**src/rtl/clp_pkg.sv**
```systemverilog
package clp_pkg;

	// Parser phases, one-hot
	typedef enum logic [8:0] {
		PH_LEAD = 9'b000000001,
		PH_MNEM = 9'b000000010,
		PH_PING = 9'b000000100,
		PH_SP1  = 9'b000001000,
		PH_NUM1 = 9'b000010000,
		PH_SP2  = 9'b000100000,
		PH_NUM2 = 9'b001000000,
		PH_DONE = 9'b010000000,
		PH_FAIL = 9'b100000000
	} phase_t;

	typedef enum logic [3:0] {
		K_ERR  = 4'd0,
		K_PING = 4'd1,
		K_AIN  = 4'd2,
		K_AOUT = 4'd3,
		K_DIN  = 4'd4,
		K_DOUT = 4'd5,
		K_DIR  = 4'd6,
		K_LED  = 4'd7,
		K_SW   = 4'd8,
		K_REL  = 4'd9
	} kind_t;

	// Mnemonic groups by first letter
	localparam logic [2:0] G_P    = 3'd0;
	localparam logic [2:0] G_A    = 3'd1;
	localparam logic [2:0] G_D    = 3'd2;
	localparam logic [2:0] G_L    = 3'd3;
	localparam logic [2:0] G_S    = 3'd4;
	localparam logic [2:0] G_R    = 3'd5;
	localparam logic [2:0] G_NONE = 3'd7;

	localparam logic [7:0] CH_NUL   = 8'h00;
	localparam logic [7:0] CH_NL    = 8'h0A;
	localparam logic [7:0] CH_CR    = 8'h0D;
	localparam logic [7:0] CH_SPACE = 8'h20;
	localparam logic [7:0] CH_0     = 8'h30;
	localparam logic [7:0] CH_9     = 8'h39;

	localparam logic [12:0] NUM_SAT = 13'd8191;
	localparam logic [12:0] DAC_MAX = 13'd4095;

	// Line parse state seen by the command check
	typedef struct packed {
		phase_t      phase;
		logic [4:0]  prog;
		logic [12:0] first;
		logic [12:0] second;
	} line_state_t;

	typedef struct packed {
		kind_t       kind;
		logic [2:0]  chan;
		logic [11:0] value;
	} result_t;

	function automatic logic [2:0] group_of(input logic [7:0] c);
		logic [2:0] g;
		case (c)
			"P":     g = G_P;
			"A":     g = G_A;
			"D":     g = G_D;
			"L":     g = G_L;
			"S":     g = G_S;
			"R":     g = G_R;
			default: g = G_NONE;
		endcase
		return g;
	endfunction

	function automatic logic [7:0] ping_char(input logic [1:0] m);
		logic [7:0] c;
		case (m)
			2'd0:    c = "P";
			2'd1:    c = "I";
			2'd2:    c = "N";
			default: c = "G";
		endcase
		return c;
	endfunction

	function automatic logic takes_two(input logic [4:0] k);
		return k == 5'(K_AOUT) || k == 5'(K_DOUT) || k == 5'(K_DIR) ||
			k == 5'(K_LED) || k == 5'(K_REL);
	endfunction

	// acc * 10 + digit, saturated
	function automatic logic [12:0] accumulate(input logic [12:0] acc, input logic [3:0] d);
		logic [16:0] n;
		n = {1'b0, acc, 3'b000} + {3'b000, acc, 1'b0} + {13'd0, d};
		return (n > {4'd0, NUM_SAT}) ? NUM_SAT : n[12:0];
	endfunction

endpackage

```
**src/rtl/clp_parser.sv**
```systemverilog
module clp_parser #(
	parameter int LineBytes = 64
) (
	input  logic                clk,
	input  logic                arst_n,
	input  logic                step,
	input  logic [7:0]          rx_byte,
	output clp_pkg::line_state_t line_state
);
	import clp_pkg::*;

	localparam int CW = $clog2(LineBytes);
	localparam logic [CW:0] KEEP_LIMIT = (CW + 1)'(LineBytes - 1);

	logic [CW-1:0] count_q;
	logic          ended_q;
	phase_t        phase_q, phase_d;
	logic [4:0]    prog_q, prog_d;
	logic [12:0]   first_q, first_d;
	logic [12:0]   second_q, second_d;

	logic          is_dig;
	logic [3:0]    digit;
	logic [2:0]    grp;
	logic [1:0]    mcnt;
	kind_t         mk;
	logic          partial;
	logic          keep;

	assign is_dig = (rx_byte >= CH_0) && (rx_byte <= CH_9);
	assign digit  = 4'(rx_byte - CH_0);
	assign grp    = prog_q[4:2];
	assign mcnt   = prog_q[1:0];
	assign keep   = {1'b0, count_q} < KEEP_LIMIT;

	// Mnemonic letter match
	always_comb begin
		mk      = K_ERR;
		partial = 1'b0;
		case (grp)
			G_P: begin
				if (rx_byte == ping_char(mcnt)) partial = 1'b1;
			end
			G_A: begin
				if (rx_byte == "I") mk = K_AIN;
				else if (rx_byte == "O") mk = K_AOUT;
			end
			G_D: begin
				if (rx_byte == "I") mk = K_DIN;
				else if (rx_byte == "O") mk = K_DOUT;
				else if (rx_byte == "M") mk = K_DIR;
			end
			G_L: begin
				if (mcnt == 2'd1 && rx_byte == "E") partial = 1'b1;
				else if (mcnt == 2'd2 && rx_byte == "D") mk = K_LED;
			end
			G_S: begin
				if (rx_byte == "W") mk = K_SW;
			end
			G_R: begin
				if (mcnt == 2'd1 && rx_byte == "E") partial = 1'b1;
				else if (mcnt == 2'd2 && rx_byte == "L") mk = K_REL;
			end
			default: ;
		endcase
	end

	// Next parse state for one kept character
	always_comb begin
		phase_d  = phase_q;
		prog_d   = prog_q;
		first_d  = first_q;
		second_d = second_q;
		case (phase_q)
			PH_LEAD: begin
				if (rx_byte != CH_SPACE) begin
					if (group_of(rx_byte) == G_NONE) begin
						phase_d = PH_FAIL;
					end else begin
						prog_d  = {group_of(rx_byte), 2'd1};
						phase_d = PH_MNEM;
					end
				end
			end
			PH_MNEM: begin
				if (partial) begin
					if (grp == G_P && mcnt == 2'd3) phase_d = PH_PING;
					else prog_d = {grp, mcnt + 2'd1};
				end else if (mk == K_ERR) begin
					phase_d = PH_FAIL;
				end else begin
					prog_d  = {1'b0, mk};
					phase_d = PH_SP1;
				end
			end
			PH_PING: phase_d = PH_FAIL;
			PH_SP1: begin
				if (rx_byte != CH_SPACE) begin
					if (is_dig) begin
						first_d = {9'd0, digit};
						phase_d = PH_NUM1;
					end else begin
						phase_d = PH_FAIL;
					end
				end
			end
			PH_NUM1: begin
				if (is_dig) first_d = accumulate(first_q, digit);
				else if (!takes_two(prog_q)) phase_d = PH_DONE;
				else phase_d = (rx_byte == CH_SPACE) ? PH_SP2 : PH_FAIL;
			end
			PH_SP2: begin
				if (rx_byte != CH_SPACE) begin
					if (is_dig) begin
						second_d = {9'd0, digit};
						phase_d  = PH_NUM2;
					end else begin
						phase_d = PH_FAIL;
					end
				end
			end
			PH_NUM2: begin
				if (is_dig) second_d = accumulate(second_q, digit);
				else phase_d = PH_DONE;
			end
			default: ;
		endcase
	end

	always_ff @(posedge clk or negedge arst_n) begin
		if (!arst_n) begin
			count_q  <= '0;
			ended_q  <= 1'b0;
			phase_q  <= PH_LEAD;
			prog_q   <= '0;
			first_q  <= '0;
			second_q <= '0;
		end else if (step && rx_byte != CH_CR) begin
			if (rx_byte == CH_NL) begin
				// line done: clear for the next one
				count_q  <= '0;
				ended_q  <= 1'b0;
				phase_q  <= PH_LEAD;
				prog_q   <= '0;
				first_q  <= '0;
				second_q <= '0;
			end else if (keep) begin
				count_q <= count_q + 1'b1;
				if (!ended_q) begin
					if (rx_byte == CH_NUL) begin
						ended_q <= 1'b1;
					end else begin
						phase_q  <= phase_d;
						prog_q   <= prog_d;
						first_q  <= first_d;
						second_q <= second_d;
					end
				end
			end
		end
	end

	assign line_state.phase  = phase_q;
	assign line_state.prog   = prog_q;
	assign line_state.first  = first_q;
	assign line_state.second = second_q;

endmodule

```
**src/rtl/clp_finish.sv**
```systemverilog
module clp_finish (
	input  clp_pkg::line_state_t line_state,
	output clp_pkg::result_t     result
);
	import clp_pkg::*;

	logic [12:0] a, b;
	logic        complete;
	logic        pin_ok;

	assign a      = line_state.first;
	assign b      = line_state.second;
	assign pin_ok = (a >= 13'd2) && (a <= 13'd9);

	always_comb begin
		complete = (line_state.phase == PH_DONE) || (line_state.phase == PH_NUM2) ||
			(line_state.phase == PH_NUM1 && !takes_two(line_state.prog));
		result.kind  = K_ERR;
		result.chan  = 3'd0;
		result.value = 12'd0;
		if (line_state.phase == PH_PING) begin
			result.kind = K_PING;
		end else if (complete) begin
			case (line_state.prog)
				5'(K_AIN): begin
					if (a <= 13'd7) begin
						result.kind = K_AIN;
						result.chan = a[2:0];
					end
				end
				5'(K_AOUT): begin
					if (a <= 13'd3 && b <= DAC_MAX) begin
						result.kind  = K_AOUT;
						result.chan  = a[2:0];
						result.value = b[11:0];
					end
				end
				5'(K_DIN): begin
					if (pin_ok) begin
						result.kind = K_DIN;
						result.chan = a[2:0] - 3'd2;
					end
				end
				5'(K_DOUT), 5'(K_DIR): begin
					if (pin_ok && b <= 13'd1) begin
						result.kind  = kind_t'(line_state.prog[3:0]);
						result.chan  = a[2:0] - 3'd2;
						result.value = b[11:0];
					end
				end
				5'(K_LED): begin
					if (a < 13'd3 && b <= 13'd1) begin
						result.kind  = K_LED;
						result.chan  = a[2:0];
						result.value = b[11:0];
					end
				end
				5'(K_SW): begin
					if (a < 13'd4) begin
						result.kind = K_SW;
						result.chan = a[2:0];
					end
				end
				5'(K_REL): begin
					if (a < 13'd2 && b <= 13'd1) begin
						result.kind  = K_REL;
						result.chan  = a[2:0];
						result.value = b[11:0];
					end
				end
				default: ;
			endcase
		end
	end

endmodule

```
**src/rtl/ascii_io_command_line_parser.sv**
```systemverilog
// ASCII command line decoder.
// Slave stream: one received character per request in s_tdata[7:0]. Carriage
// returns are dropped, a newline closes the line, a zero byte ends the text.
// Master stream: one decoded command per newline, nothing for other bytes.
// m_tdata carries command kind, channel index and set value.
// Path: an accepted newline is registered in the input stage, then decoded
// and registered in the output register, which drives m_tvalid.
// Throughput: one character per cycle unless the output stalls; the line
// state updates in a single pass from the input register.
// Stall: while a command waits on m_tready the input stage holds one more
// character; s_tready drops only when both the input stage and the output
// register are full and the output is not being taken.
// Reset: arst_n clears the line state, both valid flags and the character
// count; the first byte after reset starts a fresh line.
// LineBytes sets the line length: the first LineBytes-1 characters count.
module ascii_io_command_line_parser #(
	parameter int LineBytes = 64
) (
	input  logic        clk,
	input  logic        arst_n,
	input  logic        s_tvalid,
	output logic        s_tready,
	input  logic [7:0]  s_tdata,   // [7:0] rx_byte
	output logic        m_tvalid,
	input  logic        m_tready,
	output logic [23:0] m_tdata    // [3:0] command_kind, [6:4] channel_index,
	                               // [18:7] set_value, [23:19] zero
);
	import clp_pkg::*;

	logic        valid_s1;
	logic [7:0]  byte_s1;
	logic        out_valid_q;
	result_t     result_q;
	logic        advance;
	logic        step;
	line_state_t line_state;
	result_t     fin;

	// advance the input stage whenever the output register is free or drains
	assign advance  = !out_valid_q || m_tready;
	assign s_tready = !valid_s1 || advance;
	assign step     = valid_s1 && advance;

	always_ff @(posedge clk or negedge arst_n) begin
		if (!arst_n) begin
			valid_s1 <= 1'b0;
		end else if (s_tready) begin
			valid_s1 <= s_tvalid;
		end
	end

	always_ff @(posedge clk) begin
		if (s_tvalid && s_tready) byte_s1 <= s_tdata;
	end

	clp_parser #(
		.LineBytes(LineBytes)
	) u_parser (
		.clk       (clk),
		.arst_n    (arst_n),
		.step      (step),
		.rx_byte   (byte_s1),
		.line_state(line_state)
	);

	// check the finished line against the state before the newline clears it
	clp_finish u_finish (
		.line_state(line_state),
		.result    (fin)
	);

	always_ff @(posedge clk or negedge arst_n) begin
		if (!arst_n) begin
			out_valid_q <= 1'b0;
		end else if (advance) begin
			out_valid_q <= valid_s1 && (byte_s1 == CH_NL);
		end
	end

	always_ff @(posedge clk) begin
		if (step && byte_s1 == CH_NL) result_q <= fin;
	end

	assign m_tvalid = out_valid_q;
	assign m_tdata  = {5'd0, result_q.value, result_q.chan, result_q.kind};

endmodule

```
**config.mk**
```make
export PLATFORM = sky130hd
export DESIGN_NAME = ascii_io_command_line_parser
export DESIGN_NICKNAME = d
export VERILOG_FILES = /design/src/rtl/clp_pkg.sv /design/src/rtl/clp_parser.sv /design/src/rtl/clp_finish.sv /design/src/rtl/ascii_io_command_line_parser.sv
export SDC_FILE = /design/constraint.sdc
export NUM_CORES = 1
export LEC_CHECK = 0
export BUFFER_PORTS_ARGS = -buffer_cell sky130_fd_sc_hd__buf_2
export CAP_MARGIN = 30
export CELL_PAD_IN_SITES_DETAIL_PLACEMENT = 1
export CELL_PAD_IN_SITES_GLOBAL_PLACEMENT = 2
export CORE_UTILIZATION = 40
export DETAILED_ROUTE_END_ITERATION = 8
export PLACE_DENSITY_LB_ADDON = 0.1
export SYNTH_ARGS = -nofsm -noshare
export SYNTH_HDL_FRONTEND = slang
export SYNTH_SLANG_ARGS = --single-unit
```
**constraint.sdc**
```tcl
create_clock -name clk -period 10.25 [get_ports clk]
set_input_delay 3.075 -clock clk [delete_from_list [all_inputs] [get_ports clk]]
set_output_delay 3.075 -clock clk [all_outputs]
set_load 0.005 [all_outputs]
```
==> results of run 1 <==
[power by group through the flow]
stage / Clock (mW) / Combinational [mW] / Sequential (mW)
after floorplan: 0 / 0.0485 / 0.342
after global placement: 0 / 0.0585 / 0.350
after detailed placement: 0 / 0.0607 / 0.352
after CTS: 0.333 / 0.0616 / 0.346
after global routing: 0.344 / 0.0696 / 0.348
final: 0.326 / 0.0607 / 0.346
[through the flow]
step	total power, mW	hold slack (ns)	area [sq um]
after CTS	0.740	0.528	6670
final	0.733	0.516	6670
after detailed placement	0.412	0.518	6370
after floorplan	0.391	0.471	6070
after global routing	0.761	0.556	6670
after global placement	0.409	0.482	6370
[cells in the final DEF (no fill, tap or decap), types with 13 or more instances in the layout]
master and n:
and2_1 19, buf_2 32, edfxtp_1 27, a22oi_1 17, inv_1 23, o21ai_0 46
nor3_1 18, nor2_1 47, a21oi_1 39, xnor2_1 14, xor2_1 13, ha_1 59
nand2_1 49, dfrtp_1 48, nand3_1 17
[cell families (layout without fill, tap and decap cells)]
| family | count (synthesis) | count (layout) |
|---|---|---|
| other | 1 | 5 |
| xor gates and xnor gates | 27 | 27 |
| and+or+nand+nor | 235 | 235 |
| DFF | 76 | 76 |
| adders and majority gates | 63 | 63 |
| buffers and inverters | 49 | 76 |
| AOI/OAI and AO/OA | 180 | 180 |
| muxes | 17 | 17 |
[cell type report]
type                    instances  area (sq um)  area share [%]
inverters                      24          90.1            1.35
well taps                     184           230            3.45
multi-input cells             527          3820            57.2
flip-flops and latches         76          2040            30.6
clock inverters                 6          52.6           0.788
repair buffers                 36           190            2.85
clock buffers                  10           250            3.75
[synth_stat cells (all sizes together) (9+ instances only)]
library cell,count
a211oi,12
a21oi,39
a22oi,17
and2,19
buf,20
dfrtp,48
edfxtp,27
ha,59
inv,24
mux2,14
nand2,49
nand2b,9
nand3,17
nand4,10
nor2,49
nor2b,9
nor3,20
nor4,9
o21ai,50
xnor2,14
xor2,13
[worst register-to-register path, stage by stage (launching register included)]
cell and delay [ns]:
edfxtp_1 0.74, inv_1 0.38, fa_1 0.68, inv_1 0.06, ha_1 0.30, a211oi_1 0.09
nor4_1 0.49, o31ai_1 0.19, a21oi_1 0.19, mux2i_1 0.20, o2111a_1 0.48, a41oi_1 0.20
[layer usage]
layer  wire length, um  share of wire, %
met5                 0                 0
met4               330               1.9
met3               464               2.7
met2              8170                48
met1              8110                47
[registers in the layout (all words and copies together) (netlist names)]
signal             count
m_tdata               19
u_parser.first_q      13
u_parser.second_q     13
u_parser.phase_q       9
byte_s1                8
u_parser.count_q       6
u_parser.prog_q        5
m_tvalid               1
u_parser.ended_q       1
valid_s1               1
[final timing paths]
path	startpoint	endpoint	cells after the start
max reg2reg	byte_s1[3]$_DFFE_PP_	u_parser.second_q[3]$_DFFE_PN0P_	11
min reg2reg	u_parser.count_q[0]$_DFFE_PN0P_	u_parser.count_q[0]$_DFFE_PN0P_	1
max	m_tready	s_tready	3
min	u_parser.count_q[0]$_DFFE_PN0P_	u_parser.count_q[0]$_DFFE_PN0P_	1
max in group asynchronous	arst_n	u_parser.prog_q[3]$_DFFE_PN0P_	2
min in group asynchronous	arst_n	u_parser.second_q[9]$_DFFE_PN0P_	2
==> results, run 1 <==
- For this design the static power due to leakage is 3.04 nW.
- The synthesized design spends more area on one cell type than any other, namely dfrtp_1.
- For this configuration, the core starts out at a cell density of 41.4%.
- The number of nets in the layout is 749.
- After detailed routing, the number of remaining DRC violations is 0.
- The TritonCTS clock tree is built.
- The area enclosed by the die boundary is 0.0156 sq mm.
- The transition time of the tightest slew-check pin is 0.998 ns.
- In this design, the largest share of critical-path delay is due to buffers and inverters.
- The path class of the tightest hold or removal check is reg -> reg.
- In this run, distinct cell masters in the synthesized netlist total 80.
- The internal power component is 534 uW.
- The number of diodes added for antenna fixing is 0.
- The number of buffers inserted by post-CTS setup repair is 0.
- Ranked by total cell area, the synthesized netlist is headed by dfrtp_1 (20%), edfxtp_1 (13%), ha_1 (12%).
- The cell seen most often among critical-path stages is buf_2.
- The critical path start-end classification is in -> out.
- Once the clock tree was built, the resizer swapped 0 gates to a different size.
- The total wire length after detailed routing is 17.1 mm.
- The synthesized netlist devotes 3.90% of its cell area to XOR and XNOR gates.
- Setup violations remaining at the end of the flow were counted as 0.
- In this design, the stage delay of the slowest critical-path cell is 0.18 ns.
- The maximum number of buffers from clock root to sink is 2.
- For this run, the register share of the synthesized area comes to 33.6%.
- Measured against the total synthesized area, the mux share comes to 3.41%.
- Of all nets on the critical path, the largest fanout is 3.
- Setup repair after global routing left no endpoint under its margin.
- The post-route fraction of the period consumed by the critical path is 64.2%.
- In this run the count of I/O pins placed on the die edge is 38.
- Prior to clock tree synthesis, the placed netlist has a worst setup slack of 3.67 ns.
- The worst-case register-to-register setup slack is 6.09 ns.
- The number of instances in the placed design is 847.
- The global-route total usage across every layer is 23.1%.
- The max-slew violation count is 0.
- The number of global-route vias before repair came to 5422.
- The average wire per standard cell is 19.8 um.
- The number of cells in the finished layout apart from fillers is 863.
- The met1 track demand over resource in global routing is 30.5%.
- The detailed-routing iteration count for the pre-antenna-repair pass is 6.
- Sequential cells account for 47.2% of the total power.
- The tree is rooted in a clkbuf_16.
- The required arrival time at the worst endpoint is 7.18 ns.
- The core region is 0.0146 sq mm.
- The achievable frequency is 152 MHz.
- Summing over every cut layer, the via total after detailed routing is 5121.
- Port buffering added 32 buffers.
- Between clock sinks in the finished design, the worst skew comes to 0.0123 ns.
- Counting flops and latches in the post-synthesis netlist gives 76.
- The weighted congestion at the end of routability-driven global placement is 0.872.
- The area growth from synthesis to layout is 10.1%.
- The total global routing overflow is 0.
- The synthesized area per cell is 9.35 sq um.
- The peak supply drop is 0.0986 mV.
- The number of placement rows is 44.
- The largest individual stage delay along the critical path comes from the cell nand3b_1.
- By area, the combinational part of the netlist is dominated by simple AND/OR/NAND/NOR gates.
- The final-report hold violation count came to 0.
- The met3 track utilization from global routing is 3.59%.
- The compound-cell area share of the yosys netlist is 20.0%.
- In this run, the combinational gates consume 8.3% of the power.
- The detail route stage leaves a number of antenna-violating nets equal to 0.
- The clock edge transition at the registers on the reported setup and hold paths is 0.07 ns.
- The H-tree was split into 3 levels.
- After routing, the total negative slack on setup checks comes to 0 ns.
- Counting the buffers created by CTS gives 9.
- STA classifies the critical path startpoint as an input port.
- The cell area that synthesis handed to floorplanning was 0.00606 sq mm.
- The final-layout fill cell count is 1712.
- The worst setup path is captured at an output pin.
- Traced cell by cell, the critical path runs through buf_2 -> nand3b_1 -> buf_2.
- The worst-case setup margin in the final layout is 3.67 ns.
- The number of antenna violations at the first check in global routing came to 0.
- The ratio of total power to cell area is 110 mW/mm^2.
- The fraction of synthesized cell area taken by the top area cell type is 19.8%.
- The met2 capacity usage during global routing is 38.6%.
- Yosys mapped a number of flops with a built-in enable equal to 27.
- The first global-routing pass estimated 28.8 mm of wire.
- The clock drives 76 sinks.
- The share of power burned in the clock network is 44.5%.
- The number of buffers inserted for hold repair after clock tree synthesis is 0.
- The die is 125 um wide.
- The run finished with clean final reports.
- Entering global routing, the biggest net connects 50 pins.
- Of the total synthesized cell area, the portion taken by full adders, half adders and majority gates is 13.5%.
- The layout cell share with drive strength beyond 1 is 13.3%.
- Data on the critical path arrives at its endpoint at 3.50 ns.
- The normalized max-slew margin is 32.7%.
- The net switching share of the total power is 27.1%.
- The count of synthesis-stage warnings from yosys is 0.
- The die extent in y is 125 um.
- The source-to-sink clock delay at the later pin of the worst-skew pair is 0.36 ns.
- The final HPWL from detailed placement is 12.9 mm.
- The most used routing layer in global routing is met2.
- The sum of buffers and inverters on the critical path is 2.
- The simple-gate share of the synthesized area is 21.8%.
- Synthesis produced a netlist whose cell count is 648.
- For this block, the initial DRC count from the detailed router was 274.
- Cells fill 45.5% of the core in the end.
- Of all flip-flops after synthesis, the portion carrying an async set or reset was 64.5%.
- The net switching power of the design is 198 uW.
- The routed design could run at a clock period as short as 6.58 ns.
- For this run, the leading register cell type out of synthesis is dfrtp_1.
- The count of max-cap constraint violations is 0.
- The average vias per placed instance is 5.93.
No activity file was read; power rests on OpenSTA's default activity.
==> run 2: changes to the inputs <==
==> constraint.sdc (replaced) <==
create_clock -name clk -period 6.8 [get_ports clk]
set_input_delay 2.04 -clock clk [delete_from_list [all_inputs] [get_ports clk]]
set_output_delay 2.04 -clock clk [all_outputs]
set_load 0.005 [all_outputs]
==> run 2 against run 1 <==
Via count shrank 1.2%. Global-route usage shrank 0.088 points. Critical endpoint unchanged. Clock skew down 0.0068 ns. Critical path depth did not move.
==> results, run 2 (synthesis gave the netlist of run 1 again) <==
- The worst-case setup margin in the final layout is 2.29 ns (-1.38 ns).
- The detailed-routing iteration count for the pre-antenna-repair pass is 6 (unchanged).
- The total wire length after detailed routing was 16.8 mm (-1.6%).
- The final worst clock skew is 0.00548 ns (-0.00683 ns).
- The total via count in the routed design is 5062 (-1.2%).
- The class of the tightest hold or removal check is reg -> reg.
- The master cell of the clock root buffer is clkbuf_16.
- The number of nets in the layout came to 748 (-0.13%).
- The clock sink count is 76 (unchanged).
- The area enclosed by the die boundary is 0.0156 sq mm (unchanged).
- The number of global-route vias before repair is 5415 (-0.13%).
- The area growth from synthesis to layout came to 9.97% (about the same).
- The slowest stage of the critical path is the nand3b_1 cell.
- The global-route total usage across every layer was 23.0% (-0.088 points).
- The post-route fraction of the period consumed by the critical path is 66.3%.
- The horizontal die dimension was 125 um (unchanged).
- The longest individual stage delay on the worst path is 0.18 ns (about the same).
- The endpoint arrival time on the critical path is 2.47 ns (-1.03 ns).
- Timing would allow up to 222 MHz.
- The count of max-cap constraint violations is 0 (unchanged).
- The layout cell share with drive strength beyond 1 is 13.0% (-0.28 points).
- The final-report hold violation count came to 0 (unchanged).
- The signal on the critical path passes through buf_2 -> nand3b_1 -> buf_2.
- The peak supply drop is 0.105 mV (+6.4%).
- The number of buffers inserted by post-CTS setup repair is 0 (unchanged).
- The number of cells on the worst reg-to-reg path is 11 (unchanged).
- The largest driver fanout on the critical path was 3 (unchanged).
- The number of buffers inserted for hold repair after clock tree synthesis came to 0 (unchanged).
- The number of antenna violations at the first check in global routing is 0 (unchanged).
- Setup repair after global routing left no endpoint under its margin.
- The number of diodes added for antenna fixing is 0 (unchanged).
- The worst-case register-to-register setup slack was 2.73 ns (-3.36 ns).
- The number of placement rows is 44 (unchanged).
- The post-placement setup slack is 2.29 ns (-1.38 ns).
- The wire length of the first global-routing pass was 28.7 mm (-0.58%).
- The number of gates resized after CTS came to 0 (unchanged).
- Leaving out fill and tap cells, the most frequent cell in the layout is ha_1.
- The worst hold path cell count was 1 (unchanged).
- The I/O pin count is 38 (unchanged).
- The critical path startpoint category is an input port.
- The transition time of the tightest slew-check pin is 0.923 ns (-0.0753 ns).
- For the finished layout, the period the worst path requires is 4.51 ns.
- The worst setup path is captured at an output pin.
- The critical path is of the in -> out type.
- The number of H-tree branching levels is 3 (unchanged).
- The run finished with clean final reports.
- The die extent in y is 125 um (unchanged).
- The required arrival time at the worst endpoint is 4.76 ns (-2.42 ns).
- The initial core utilization was 41.4% (unchanged).
- The weighted congestion at the end of routability-driven global placement was 0.835 (-4.3%).
- The pin count of the biggest net entering global routing is 50 (unchanged).
- The violation count after the first detailed-route iteration is 279 (+1.8%).
- The average wire per standard cell is 19.5 um (-1.5%).
- The total clock buffers created by CTS is 9 (unchanged).
- The normalized max-slew margin was 37.8% (+5.1 points).
- The sum of negative setup slack came to 0 ns (unchanged).
- The average vias per placed instance is 5.87 (-1.0%).
- TritonCTS built the clock tree.
- In the layout the commonest cells are ha_1 (59), nand2_1 (49), dfrtp_1 (48), nor2_1 (47), o21ai_0 (46).
- The max-slew violation count is 0 (unchanged).
- The final HPWL from detailed placement was 13.0 mm (+0.47%).
- The source-to-sink clock delay at the later pin of the worst-skew pair was 0.34 ns (-0.02 ns).
- The total DRC errors in the routed layout is 0 (unchanged).
- The setup violation total in the final timing report is 0 (unchanged).
- The placeable core area came to 0.0146 sq mm (unchanged).
- The total global routing overflow came to 0 (unchanged).
- The maximum number of buffers from clock root to sink is 2 (unchanged).
- The flip-flop count of the largest register after layout is 19 (unchanged).
- The leakage dissipation came to 3.04 nW (about the same).
- The count of port buffers added during placement was 32 (unchanged).
- The number of nets still failing antenna checks after routing was 0 (unchanged).
- The clock edge transition at the registers on the reported setup and hold paths is 0.06 ns (about the same).
- The ratio of total power to cell area was 165 mW/mm^2 (+50%).
- The cell seen most often among critical-path stages is buf_2.
run 2: cell types whose count changed in the layout (fill, tap and decap cells not counted), sizes merged:
cell	delta
inv	-4
clkbuf	+2
clkinv	+2
buf	-1
bufinv	+1
clkinvlp	-1
run 2: through the flow:
stage          power [mW]  instances  instance area, sq um  utilization, %  hold WS, ns
2_1_floorplan       0.589        652                  6070               -        0.471
3_3_place_gp        0.615        846                  6360            43.4        0.484
3_5_place_dp        0.620        846                  6360            43.4        0.507
4_1_cts              1.12        862                  6660            45.5        0.514
5_1_grt              1.15        862                  6660            45.5        0.531
6_report             1.10        862                  6660            45.5        0.514
run 2: final timing paths:
| path | start | to |
|---|---|---|
| worst max-delay path | m_tready | s_tready |
| worst min register to register | u_parser.count_q[0]$_DFFE_PN0P_ | u_parser.count_q[0]$_DFFE_PN0P_ |
| worst min-delay path | u_parser.count_q[0]$_DFFE_PN0P_ | u_parser.count_q[0]$_DFFE_PN0P_ |
| max in group asynchronous | arst_n | u_parser.count_q[4]$_DFFE_PN0P_ |
| min in group asynchronous | arst_n | u_parser.second_q[8]$_DFFE_PN0P_ |
| worst max register to register | byte_s1[3]$_DFFE_PP_ | u_parser.second_q[4]$_DFFE_PN0P_ |
run 2: metal layers:
layer  GRT usage (%)  vias to the layer above  wire length, um
met1            31.4                     2481             8070
met3            2.87                       12              598
li1                -                     2483                -
met5               0                        -                0
met2            38.3                       86             7990
met4            6.53                        0              144
run 2: final cells by class:
type                       instances  area, sq um
tap                              184          230
sequential                        76         2040
multi-input combinational        527         3820
timing repair buffer              35          183
fill                            1698         7980
inverter                          24         90.1
clock buffer                      12          256
clock inverter                     4         47.5
run 2: worst max-delay path, delay by kind of cell:
| family | cells | cell delay [ns] |
|---|---|---|
| AND/OR/NAND/NOR | 1 | 0.18 |
| buffers and inverters | 2 | 0.25 |
run 2: where the power goes:
group	leakage (nW)	switching (mW)	internal (mW)	total, mW
Combinational	1.95	0.0505	0.0369	0.0874
Clock	0.149	0.187	0.303	0.490
Sequential	0.943	0.0310	0.493	0.524
